==> config.mk <==
export PLATFORM = sky130hd
export DESIGN_NAME = assembly_source_tokenizer
export DESIGN_NICKNAME = d
export VERILOG_FILES = /design/src/hw/rtl/ast_pkg.sv /design/src/hw/rtl/ast_datapath.sv /design/src/hw/rtl/ast_ctrl.sv /design/src/hw/rtl/assembly_source_tokenizer.sv
export SDC_FILE = /design/constraint.sdc
export NUM_CORES = 1
export LEC_CHECK = 0
export BUFFER_PORTS_ARGS = -buffer_cell sky130_fd_sc_hd__buf_2
export CORE_MARGIN = 3
export CORE_UTILIZATION = 35
export CTS_CLUSTER_SIZE = 14
export DETAILED_ROUTE_END_ITERATION = 10
export GPL_ROUTABILITY_DRIVEN = 0
export HOLD_SLACK_MARGIN = 0.05
export SYNTH_ARGS = -nofsm -noshare
export SYNTH_HDL_FRONTEND = slang
export SYNTH_HIERARCHICAL = 1
export SYNTH_SLANG_ARGS = --single-unit
export TNS_END_PERCENT = 30
==> constraint.sdc <==
create_clock -name clk -period 6.2 [get_ports clk]
set_input_delay 0.62 -clock clk [delete_from_list [all_inputs] [get_ports clk]]
set_output_delay 0.62 -clock clk [all_outputs]
set_load 0.005 [all_outputs]
==> src/hw/rtl/ast_pkg.sv <==
`timescale 1ns / 1ps

package ast_pkg;

	localparam int TEXT_CAPACITY_DEF = 32;
	localparam int POSITION_BITS_DEF = 16;
	localparam int NUM_KW            = 34;
	localparam int KW_MAXLEN         = 17;
	localparam int KIND_W            = 6;

	localparam logic [KIND_W-1:0] K_EOF      = 6'd0;
	localparam logic [KIND_W-1:0] K_INVALID  = 6'd1;
	localparam logic [KIND_W-1:0] K_STRING   = 6'd2;
	localparam logic [KIND_W-1:0] K_NUMBER   = 6'd3;
	localparam logic [KIND_W-1:0] K_HEADER   = 6'd4;
	localparam logic [KIND_W-1:0] K_SEMI     = 6'd5;
	localparam logic [KIND_W-1:0] K_COLON    = 6'd6;
	localparam logic [KIND_W-1:0] K_LBRACE   = 6'd7;
	localparam logic [KIND_W-1:0] K_RBRACE   = 6'd8;
	localparam logic [KIND_W-1:0] K_HASH     = 6'd9;
	localparam logic [KIND_W-1:0] K_DOLLAR   = 6'd10;
	localparam logic [KIND_W-1:0] K_KEYWORD0 = 6'd11;

	localparam logic [7:0] CH_NUL    = 8'h00;
	localparam logic [7:0] CH_TAB    = 8'h09;
	localparam logic [7:0] CH_NL     = 8'h0A;
	localparam logic [7:0] CH_SP     = 8'h20;
	localparam logic [7:0] CH_QUOTE  = 8'h22;
	localparam logic [7:0] CH_HASH   = 8'h23;
	localparam logic [7:0] CH_DOLLAR = 8'h24;
	localparam logic [7:0] CH_DASH   = 8'h2D;
	localparam logic [7:0] CH_SLASH  = 8'h2F;
	localparam logic [7:0] CH_COLON  = 8'h3A;
	localparam logic [7:0] CH_SEMI   = 8'h3B;
	localparam logic [7:0] CH_BSLASH = 8'h5C;
	localparam logic [7:0] CH_USCORE = 8'h5F;
	localparam logic [7:0] CH_LBRACE = 8'h7B;
	localparam logic [7:0] CH_RBRACE = 8'h7D;

	localparam logic [8*KW_MAXLEN-1:0] KW_STR [NUM_KW] = '{
		"globals", {"global", "_pointers"}, "args", {"ptr", "_args"}, "locals",
		{"local", "_pointers"}, "LoadLocalI64", "PushI64", {"LessThanI64", "_RI"},
		"LessThanI64", {"GreaterThanI64", "_RI"}, "GreaterThanI64", {"EqualsI64", "_RI"},
		"EqualsI64", "NotEqualsI64", "NotI64", "JumpIfFalse", "Return",
		{"AddI64", "_RI"}, "AddI64", "SubI64_RI", "SubI64", {"MulI64", "_RI"}, "MulI64",
		{"DivI64", "_RI"}, "DivI64", {"ModI64", "_RI"}, "ModI64", "Call", "PrintTopStackI64",
		"PushLiteralString", "ConcatStrings", "PrintString", "Exit"
	};

	localparam logic [4:0] KW_LEN [NUM_KW] = '{
		5'd7, 5'd15, 5'd4, 5'd8, 5'd6, 5'd14, 5'd12, 5'd7, 5'd14, 5'd11,
		5'd17, 5'd14, 5'd12, 5'd9, 5'd12, 5'd6, 5'd11, 5'd6, 5'd9, 5'd6,
		5'd9, 5'd6, 5'd9, 5'd6, 5'd9, 5'd6, 5'd9, 5'd6, 5'd4, 5'd16,
		5'd17, 5'd13, 5'd11, 5'd4
	};

	// character of keyword k at pos, 0 past its end
	function automatic logic [7:0] kw_char(input logic [5:0] k, input logic [5:0] pos);
		logic [7:0] c;
		int sh;
		c  = CH_NUL;
		sh = 0;
		if (k < 6'(NUM_KW)) begin
			if (pos < 6'(KW_LEN[k])) begin
				sh = 8 * (int'(KW_LEN[k]) - 1 - int'(pos));
				c  = KW_STR[k][sh +: 8];
			end
		end
		return c;
	endfunction

	typedef struct packed {
		logic load;
		logic step;
		logic beat;
		logic flush;
	} ast_cmd_t;

	typedef struct packed {
		logic emit;
		logic requeue;
		logic rq_held;
		logic em_last;
		logic beat_ok;
		logic out_free;
		logic pend_valid;
	} ast_stat_t;

endpackage

==> src/hw/rtl/ast_datapath.sv <==
`timescale 1ns / 1ps

module ast_datapath #(
	parameter int TEXT_CAPACITY = 32,
	parameter int POSITION_BITS = 16
) (
	input  logic                     clk,
	input  logic                     arst_n,
	input  ast_pkg::ast_cmd_t        cmd,
	output ast_pkg::ast_stat_t       stat,
	input  logic [7:0]               in_byte,
	output logic                     out_valid,
	input  logic                     out_ready,
	output logic [5:0]               out_kind,
	output logic [POSITION_BITS-1:0] out_line,
	output logic [POSITION_BITS-1:0] out_col,
	output logic [4:0]               out_len,
	output logic [7:0]               out_char,
	output logic [4:0]               out_pos,
	output logic                     out_tdone,
	output logic                     out_run
);
	import ast_pkg::*;

	localparam int CNT_W = $clog2(TEXT_CAPACITY);
	localparam int P     = POSITION_BITS;

	typedef enum logic [3:0] {
		M_IDLE, M_DASH1, M_DASH2, M_STR, M_STR_ESC, M_WORD, M_NUM, M_SLASH, M_COMMENT
	} mode_t;

	mode_t              mode_q, mode_n;
	logic [P-1:0]       line_q, col_q, tok_l_q, tok_c_q;
	logic [P-1:0]       line_n, col_n, tok_l_n, tok_c_n;
	logic [P-1:0]       col_inc, col_inc2;
	logic [CNT_W-1:0]   cnt_q, cnt_n, k_q;
	logic [7:0]         store_q [TEXT_CAPACITY];
	logic [NUM_KW-1:0]  mask_q, mask_n, mask_new, mask_upd;
	logic [7:0]         cur_q;
	logic [KIND_W-1:0]  em_kind_q, kind, word_kind;
	logic [CNT_W-1:0]   em_n_q;
	logic               em_eof_q, em_redash_q, rq_q;
	logic               emit, use_txt, eof, redash, requeue;
	logic               wr_en, hdr_wr;
	logic [CNT_W-1:0]   wr_idx;
	logic [7:0]         wr_data;
	logic               is_sep, is_digit, is_wstart, is_punct;
	logic [KIND_W-1:0]  pkind;
	logic               em_last;
	logic [7:0]         b;

	logic               pend_valid_q;
	logic [KIND_W-1:0]  pend_kind_q;
	logic [P-1:0]       pend_line_q, pend_col_q;
	logic [4:0]         pend_len_q, pend_pos_q;
	logic [7:0]         pend_char_q;
	logic               pend_tdone_q;

	function automatic logic [P-1:0] sat_inc(input logic [P-1:0] v);
		return (&v) ? v : v + 1'b1;
	endfunction

	assign col_inc  = sat_inc(col_q);
	assign col_inc2 = sat_inc(col_inc);
	assign b        = cur_q;

	always_comb begin
		is_digit  = (b >= 8'h30) && (b <= 8'h39);
		is_wstart = ((b >= 8'h61) && (b <= 8'h7A)) || ((b >= 8'h41) && (b <= 8'h5A)) ||
			(b == CH_USCORE);
		is_sep = (b == CH_SP) || (b == CH_TAB) || (b == CH_NL) || (b == CH_NUL) ||
			(b == CH_SEMI) || (b == CH_COLON) || (b == CH_LBRACE) || (b == CH_RBRACE) ||
			(b == CH_HASH) || (b == CH_DOLLAR) || (b == CH_SLASH) || (b == CH_QUOTE) ||
			(b == CH_DASH);
		is_punct = 1'b1;
		pkind    = K_INVALID;
		case (b)
			CH_SEMI:   pkind = K_SEMI;
			CH_COLON:  pkind = K_COLON;
			CH_LBRACE: pkind = K_LBRACE;
			CH_RBRACE: pkind = K_RBRACE;
			CH_HASH:   pkind = K_HASH;
			CH_DOLLAR: pkind = K_DOLLAR;
			default:   is_punct = 1'b0;
		endcase
	end

	// incremental keyword match, one char per stored byte
	always_comb begin
		word_kind = K_INVALID;
		for (int k = 0; k < NUM_KW; k++) begin
			mask_new[k] = (kw_char(6'(k), 6'd0) == b);
			mask_upd[k] = mask_q[k] & (kw_char(6'(k), 6'(cnt_q)) == b);
		end
		for (int k = NUM_KW - 1; k >= 0; k--) begin
			if (mask_q[k] && (6'(KW_LEN[k]) == 6'(cnt_q)))
				word_kind = K_KEYWORD0 + 6'(k);
		end
	end

	always_comb begin
		mode_n  = mode_q;
		line_n  = line_q;
		col_n   = col_q;
		tok_l_n = tok_l_q;
		tok_c_n = tok_c_q;
		cnt_n   = cnt_q;
		mask_n  = mask_q;
		wr_en   = 1'b0;
		wr_idx  = '0;
		wr_data = b;
		hdr_wr  = 1'b0;
		emit    = 1'b0;
		use_txt = 1'b0;
		kind    = K_INVALID;
		eof     = 1'b0;
		redash  = 1'b0;
		requeue = 1'b0;
		case (mode_q)
			M_IDLE: begin
				if (b == CH_NL) begin
					line_n = sat_inc(line_q);
					col_n  = P'(1);
				end else if (b == CH_SP || b == CH_TAB) begin
					col_n = col_inc;
				end else if (b == CH_NUL) begin
					emit = 1'b1;
					kind = K_EOF;
					eof  = 1'b1;
				end else begin
					tok_l_n = line_q;
					tok_c_n = col_q;
					col_n   = col_inc;
					cnt_n   = '0;
					if (b == CH_DASH) begin
						mode_n = M_DASH1;
					end else if (b == CH_QUOTE) begin
						mode_n = M_STR;
					end else if (b == CH_SLASH) begin
						mode_n = M_SLASH;
					end else begin
						wr_en = 1'b1;
						cnt_n = CNT_W'(1);
						if (is_wstart) begin
							mask_n = mask_new;
							mode_n = M_WORD;
						end else if (is_digit) begin
							mode_n = M_NUM;
						end else begin
							emit    = 1'b1;
							use_txt = 1'b1;
							kind    = is_punct ? pkind : K_INVALID;
						end
					end
				end
			end
			M_DASH1, M_DASH2: begin
				if (b == CH_DASH && mode_q == M_DASH1) begin
					mode_n = M_DASH2;
				end else if (b == CH_DASH) begin
					col_n   = col_inc2;
					hdr_wr  = 1'b1;
					cnt_n   = CNT_W'(3);
					emit    = 1'b1;
					use_txt = 1'b1;
					kind    = K_HEADER;
				end else begin
					wr_en   = 1'b1;
					wr_data = CH_DASH;
					cnt_n   = CNT_W'(1);
					emit    = 1'b1;
					use_txt = 1'b1;
					redash  = (mode_q == M_DASH2);
					requeue = 1'b1;
				end
			end
			M_STR, M_STR_ESC: begin
				col_n = col_inc;
				if (b == CH_NUL) begin
					emit    = 1'b1;
					requeue = 1'b1;
				end else if (mode_q == M_STR && b == CH_QUOTE) begin
					emit    = 1'b1;
					use_txt = 1'b1;
					kind    = K_STRING;
				end else if (mode_q == M_STR && b == CH_BSLASH) begin
					mode_n = M_STR_ESC;
				end else begin
					wr_en  = 1'b1;
					wr_idx = cnt_q;
					cnt_n  = cnt_q + 1'b1;
					mode_n = M_STR;
					if (({1'b0, cnt_q} + 1'b1) >= (CNT_W + 1)'(TEXT_CAPACITY - 1))
						emit = 1'b1;
				end
			end
			M_WORD, M_NUM: begin
				if ((mode_q == M_WORD && !is_sep) || (mode_q == M_NUM && is_digit)) begin
					col_n = col_inc;
					if (cnt_q < CNT_W'(TEXT_CAPACITY - 1)) begin
						wr_en  = 1'b1;
						wr_idx = cnt_q;
						cnt_n  = cnt_q + 1'b1;
						mask_n = mask_upd;
					end else begin
						emit    = 1'b1;
						use_txt = 1'b1;
					end
				end else begin
					emit    = 1'b1;
					use_txt = 1'b1;
					requeue = 1'b1;
				end
				kind = (mode_q == M_WORD) ? word_kind : K_NUMBER;
			end
			M_SLASH: begin
				if (b == CH_SLASH) begin
					col_n  = col_inc;
					mode_n = M_COMMENT;
				end else begin
					wr_en   = 1'b1;
					wr_data = CH_SLASH;
					cnt_n   = CNT_W'(1);
					emit    = 1'b1;
					use_txt = 1'b1;
					requeue = 1'b1;
				end
			end
			M_COMMENT: begin
				if (b == CH_NL || b == CH_NUL) begin
					mode_n  = M_IDLE;
					requeue = 1'b1;
				end else begin
					col_n = col_inc;
				end
			end
			default: begin
				mode_n  = M_IDLE;
				requeue = 1'b1;
			end
		endcase
	end

	assign em_last = ({1'b0, k_q} + 1'b1) >= {1'b0, em_n_q};

	always_comb begin
		stat.emit       = emit;
		stat.requeue    = requeue;
		stat.rq_held    = rq_q;
		stat.em_last    = em_last;
		stat.out_free   = !out_valid || out_ready;
		stat.beat_ok    = !pend_valid_q || !out_valid || out_ready;
		stat.pend_valid = pend_valid_q;
	end

	always_ff @(posedge clk or negedge arst_n) begin
		if (!arst_n) begin
			mode_q       <= M_IDLE;
			cnt_q        <= '0;
			line_q       <= P'(1);
			col_q        <= P'(1);
			tok_l_q      <= P'(1);
			tok_c_q      <= P'(1);
			k_q          <= '0;
			pend_valid_q <= 1'b0;
			out_valid    <= 1'b0;
		end else begin
			if (cmd.step) begin
				mode_q  <= mode_n;
				line_q  <= line_n;
				col_q   <= col_n;
				tok_l_q <= tok_l_n;
				tok_c_q <= tok_c_n;
				cnt_q   <= cnt_n;
			end
			if (cmd.beat) begin
				if (em_last) begin
					k_q   <= '0;
					cnt_q <= '0;
					if (em_redash_q) begin
						col_q  <= col_inc;
						mode_q <= M_DASH1;
					end else begin
						mode_q <= M_IDLE;
					end
					if (em_eof_q) begin
						line_q  <= P'(1);
						col_q   <= P'(1);
						tok_l_q <= P'(1);
						tok_c_q <= P'(1);
					end else begin
						tok_l_q <= line_q;
						tok_c_q <= col_q;
					end
				end else begin
					k_q <= k_q + 1'b1;
				end
			end
			if ((cmd.beat && pend_valid_q) || cmd.flush)
				out_valid <= 1'b1;
			else if (out_ready)
				out_valid <= 1'b0;
			if (cmd.beat)
				pend_valid_q <= 1'b1;
			else if (cmd.flush)
				pend_valid_q <= 1'b0;
		end
	end

	always_ff @(posedge clk) begin
		if (cmd.load)
			cur_q <= in_byte;
		if (cmd.step) begin
			mask_q <= mask_n;
			rq_q   <= requeue;
			if (wr_en)
				store_q[wr_idx] <= wr_data;
			if (hdr_wr) begin
				store_q[CNT_W'(0)] <= CH_DASH;
				store_q[CNT_W'(1)] <= CH_DASH;
				store_q[CNT_W'(2)] <= CH_DASH;
			end
			if (emit) begin
				em_kind_q   <= kind;
				em_n_q      <= use_txt ? cnt_n : '0;
				em_eof_q    <= eof;
				em_redash_q <= redash;
			end
		end
		if (cmd.beat) begin
			pend_kind_q  <= em_kind_q;
			pend_line_q  <= tok_l_q;
			pend_col_q   <= tok_c_q;
			pend_len_q   <= 5'(em_n_q);
			pend_char_q  <= (em_n_q == '0) ? CH_NUL : store_q[k_q];
			pend_pos_q   <= 5'(k_q);
			pend_tdone_q <= em_last;
		end
		if ((cmd.beat && pend_valid_q) || cmd.flush) begin
			out_kind  <= pend_kind_q;
			out_line  <= pend_line_q;
			out_col   <= pend_col_q;
			out_len   <= pend_len_q;
			out_char  <= pend_char_q;
			out_pos   <= pend_pos_q;
			out_tdone <= pend_tdone_q;
			out_run   <= cmd.flush;
		end
	end

endmodule

==> src/hw/rtl/ast_ctrl.sv <==
`timescale 1ns / 1ps

module ast_ctrl (
	input  logic               clk,
	input  logic               arst_n,
	input  logic               in_valid,
	output logic               in_ready,
	input  ast_pkg::ast_stat_t stat,
	output ast_pkg::ast_cmd_t  cmd
);
	import ast_pkg::*;

	typedef enum logic [1:0] {S_IN, S_STEP, S_EMIT, S_FLUSH} state_t;

	state_t state_q, state_n;

	always_comb begin
		state_n   = state_q;
		cmd       = '0;
		in_ready  = 1'b0;
		case (state_q)
			S_IN: begin
				in_ready = 1'b1;
				cmd.load = in_valid;
				if (in_valid)
					state_n = S_STEP;
			end
			S_STEP: begin
				cmd.step = 1'b1;
				if (stat.emit)
					state_n = S_EMIT;
				else if (stat.requeue)
					state_n = S_STEP;
				else
					state_n = stat.pend_valid ? S_FLUSH : S_IN;
			end
			S_EMIT: begin
				cmd.beat = stat.beat_ok;
				if (stat.beat_ok && stat.em_last)
					state_n = stat.rq_held ? S_STEP : S_FLUSH;
			end
			S_FLUSH: begin
				cmd.flush = stat.out_free;
				if (stat.out_free)
					state_n = S_IN;
			end
			default: state_n = S_IN;
		endcase
	end

	always_ff @(posedge clk or negedge arst_n) begin
		if (!arst_n)
			state_q <= S_IN;
		else
			state_q <= state_n;
	end

endmodule

==> src/hw/rtl/assembly_source_tokenizer.sv <==
`timescale 1ns / 1ps
// A byte is taken, then scanned in the next cycle; a token then leaves one beat per cycle
// while m_tready allows, one beat per text character (a single beat if it has no text), and
// the byte's last beat is held, then released by a flush. One byte is taken at a time: the
// next waits for its scan, any rescan of it (after a closed token or comment), its beats and
// that release, paced by the single-step scanner and beat emitter; m_tready low stalls them.
// Reset (arst_n low, async): line, column and token start at 1, scanner idle, no beats held.

module assembly_source_tokenizer #(
	parameter int TEXT_CAPACITY = ast_pkg::TEXT_CAPACITY_DEF,
	parameter int POSITION_BITS = ast_pkg::POSITION_BITS_DEF
) (
	input  logic clk,
	input  logic arst_n,
	input  logic s_tvalid,
	output logic s_tready,
	input  logic [7:0] s_tdata, // text_byte
	output logic m_tvalid,
	input  logic m_tready,
	// token_kind, start_line, start_column, text_length, text_char, char_position, zero pad
	output logic [((24 + 2 * POSITION_BITS + 7) / 8) * 8 - 1:0] m_tdata,
	output logic m_tlast, // run_done
	output logic m_tuser  // token_done
);
	import ast_pkg::*;

	localparam int P      = POSITION_BITS;
	localparam int OFF_LN = 6;
	localparam int OFF_CL = OFF_LN + P;
	localparam int OFF_LE = OFF_CL + P;
	localparam int OFF_CH = OFF_LE + 5;
	localparam int OFF_PS = OFF_CH + 8;

	ast_cmd_t  cmd;
	ast_stat_t stat;

	logic [5:0]   o_kind;
	logic [P-1:0] o_line, o_col;
	logic [4:0]   o_len, o_pos;
	logic [7:0]   o_char;

	ast_ctrl u_ctrl (
		.clk      (clk),
		.arst_n   (arst_n),
		.in_valid (s_tvalid),
		.in_ready (s_tready),
		.stat     (stat),
		.cmd      (cmd)
	);

	ast_datapath #(
		.TEXT_CAPACITY (TEXT_CAPACITY),
		.POSITION_BITS (POSITION_BITS)
	) u_dp (
		.clk       (clk),
		.arst_n    (arst_n),
		.cmd       (cmd),
		.stat      (stat),
		.in_byte   (s_tdata),
		.out_valid (m_tvalid),
		.out_ready (m_tready),
		.out_kind  (o_kind),
		.out_line  (o_line),
		.out_col   (o_col),
		.out_len   (o_len),
		.out_char  (o_char),
		.out_pos   (o_pos),
		.out_tdone (m_tuser),
		.out_run   (m_tlast)
	);

	always_comb begin
		m_tdata                  = '0;
		m_tdata[5:0]             = o_kind;
		m_tdata[OFF_LN +: P]     = o_line;
		m_tdata[OFF_CL +: P]     = o_col;
		m_tdata[OFF_LE +: 5]     = o_len;
		m_tdata[OFF_CH +: 8]     = o_char;
		m_tdata[OFF_PS +: 5]     = o_pos;
	end

	a_run_ends_token: assert property (@(posedge clk) disable iff (!arst_n)
		m_tvalid && m_tlast |-> m_tuser)
		else $error("run ends mid-token");

	a_ready_no_pending: assert property (@(posedge clk) disable iff (!arst_n)
		s_tready |-> !stat.pend_valid)
		else $error("input taken with a beat still held");

	a_one_byte_at_once: assert property (@(posedge clk) disable iff (!arst_n)
		s_tvalid && s_tready |=> !s_tready)
		else $error("second byte taken before scan");

endmodule
==> metrics <==
status completed; Leak 11.2 nW; sequence of cells on the critical path buf_4 > nor4b_1 > nand4_1 > and2_1 > nand3_1 > o21a_1 > nand3_1 > nor4_2; Fill cells 8135; die height 297 microns; CTS clk-pin slew, worst paths 0.06 ns; Slew Viols, Final 0; # IOs 72; post-route ant nets 0; crit-path max cell delay 0.89 ns; Remaining DRCs 0; GRT overflow 0; Synthesized Nets 2937; Seq cells post-synth 509; Final Critical Period 4.71 ns; largest net degree at the start of global routing 67; register area share after synthesis 0.495; Initial Utilization 0.354; Post-synth ARST share 0.161; Pwr Total 18.1 mW; GRT Util Overall 0.206; critical path arrival 4.96 ns; Num CTS Buffers 55; Compound-Gate Fraction of Synth Area 0.187; Startpoint Class register; crit share post-route 0.759; ratio of cells with drive above 1 in the final layout 0.125; root cell of the clock tree clkbuf_16; MaxCap Viol Count 0; first-pass GRT wire length 144 mm; cell taking the most area after synthesis edfxtp_1; final hold vios 0; WS Path Type reg2reg; mux cell area share after synthesis 0.0579; Most Frequent Cell on Critical Path nand3_1; Critical Path End Type register; RSZ-0062 raised after global routing false; hpwl dp 64.7 mm; clk buf depth 3; slowest stage cell, crit path nor4_2; Sink Count 509; Power Dens Cells 550 nW/um^2; Layout area overhead 11.2%; 1st-iter DRT viols 3401; num rows 106; Mapped Avg Cell Area 10.2 sq um; number of global-route vias before repair 22905; Slew HR 0.193; yosys warns 6; Synth Area in Adders 0.0139; Synth Area in Simple Gates 0.164; DR vias 24467; Max Clock Skew 0.0428 ns; TritonRoute pass-1 iters 6; Max IR drop VDD 0.291 mV; die width 297 microns; Post-synth top cells 403 x edfxtp_1, 244 x nand2_1, 243 x nor2_1, 196 x a21oi_1, 178 x o21ai_0; die area 88100 sq um; CTS tree done; Req. time, crit path 6.45 ns; Crit Path Max Fanout 20; setup_tns 0 ns; worst skew pair latency 0.63 ns; xor-xnor portion of the synthesized cell area 0.0450; max FFs per register 256; CTS H-Tree Depth 2; Slew @ Worst Pin 1.21 ns; Total Wirelength 94.1 mm; synth unique cells 108; layout net count 2906; Primary FF master, synth edfxtp_1; main area contributors after synthesis edfxtp_1 41%, dfrtp_1 6.6%, a21oi_1 3.3%; post_cts resized 0; DR WL/cell 23.3 microns; main combinational cell family by area after synthesis compound AO/OA/AOI/OAI gates; IO buf count 71; FMAX 0.212 GHz; initial antenna violation count 0; Synth top area share 0.409; Hold Crit Class in2reg; Setup violations, final 0; Largest regs u_dp/store_q: 256 flops, u_dp/mask_q: 34 flops; Core Area 83700 sq um; Post-Syn Instances 2892; DR vias/cell 6.05; Biggest register u_dp/store_q; most common cell in the netlist edfxtp_1; Synth Cell Area 29600 sq um; Post-synth EDFFs 403
==> worst max-delay path, delay by kind of cell (launching register included) <==
kind,cells,cell delay (ns)
AO/OA/AOI/OAI,1,0.30
buffers and inverters,1,0.37
flip-flops,1,0.80
AND/OR/NAND/NOR,6,2.86
==> layout make-up <==
cell class	count	area, sq um	share of cell area
Sequential cell	509	14600	0.445
Inverter	46	173	0.00525
Timing Repair Buffer	143	901	0.0274
Tap cell	1134	1420	0.0431
Multi-Input combinational cell	2106	13900	0.423
Clock buffer	66	1430	0.0434
Antenna cell	1	2.50	0.0000760
Clock inverter	36	409	0.0124
==> final timing paths <==
| path | from | to | slack [ns] | cells after the start |
|---|---|---|---|---|
| max | u_dp/b[1] | u_dp/store_q[22][6] | 1.49 | 8 |
| min | s_tdata[7] | u_dp/b[7] | 0.21 | 1 |
| max reg2reg | u_dp/b[1] | u_dp/store_q[22][6] | 1.49 | 8 |
| min reg2reg | u_dp/pend_col_q[15] | u_dp/out_col[15] | 0.41 | 0 |
| max in group asynchronous | arst_n | u_dp/out_valid | 4.65 | 3 |
| min in group asynchronous | arst_n | u_dp/k_q[0] | 0.47 | 2 |
==> cells in the final DEF (no fill, tap or decap), drive strengths merged, types with 33 or more instances in the layout <==
cell,count
a21oi,199
nand4,65
buf,142
a22o,35
nor3,81
nand3,94
o22ai,37
a31oi,38
edfxtp,403
o21ai,191
ha,33
dfrtp,78
xor2,40
inv,43
nand2,244
a211oi,38
mux2i,70
nor2,243
clkbuf,66
xnor2,112
==> cells by family (layout without fill, tap and decap cells) <==
family,Yosys count,after routing
AO/OA/AOI/OAI,825,825
XOR/XNOR,152,152
adder cells (fa/ha/maj),33,33
buffers and inverters,277,291
flip-flops,509,509
multiplexers,128,128
other,0,1
AND/OR/NAND/NOR,968,968
==> stage by stage <==
step / hold WS, ns / cell area (sq um) / std cells / utilization / worst slack (ns)
floorplan: 0.324 / 29600 / 2892 / - / 1.87
global placement: 0.400 / 31100 / 3937 / 0.371 / 1.73
detailed placement: 0.405 / 31100 / 3937 / 0.371 / 1.55
CTS: 0.177 / 32900 / 4040 / 0.393 / 1.55
global route: 0.187 / 32900 / 4040 / 0.393 / 1.17
finish: 0.205 / 32900 / 4041 / 0.393 / 1.49
==> report_power, final <==
| part | leakage, nW | internal, mW | switching [mW] |
|---|---|---|---|
| sequential | 4.90 | 4.80 | 0.612 |
| combinational | 5.40 | 3.33 | 6.04 |
| clock | 0.897 | 1.91 | 1.40 |
==> repair_timing <==
action / in CTS / in global routing
endpoints found under the hold margin: 24 / 0
hold buffers: 1 / 0
buffers inserted: 0 / 0
==> per-layer routing <==
| layer | global-route usage | share of wire | up-vias |
|---|---|---|---|
| li1 | - | - | 10999 |
| met1 | 0.298 | 0.43 | 11892 |
| met2 | 0.305 | 0.44 | 1328 |
| met3 | 0.0390 | 0.097 | 246 |
| met4 | 0.0785 | 0.040 | 2 |
| met5 | 0 | 0.00061 | - |
Power figures use the tool's default switching activity.
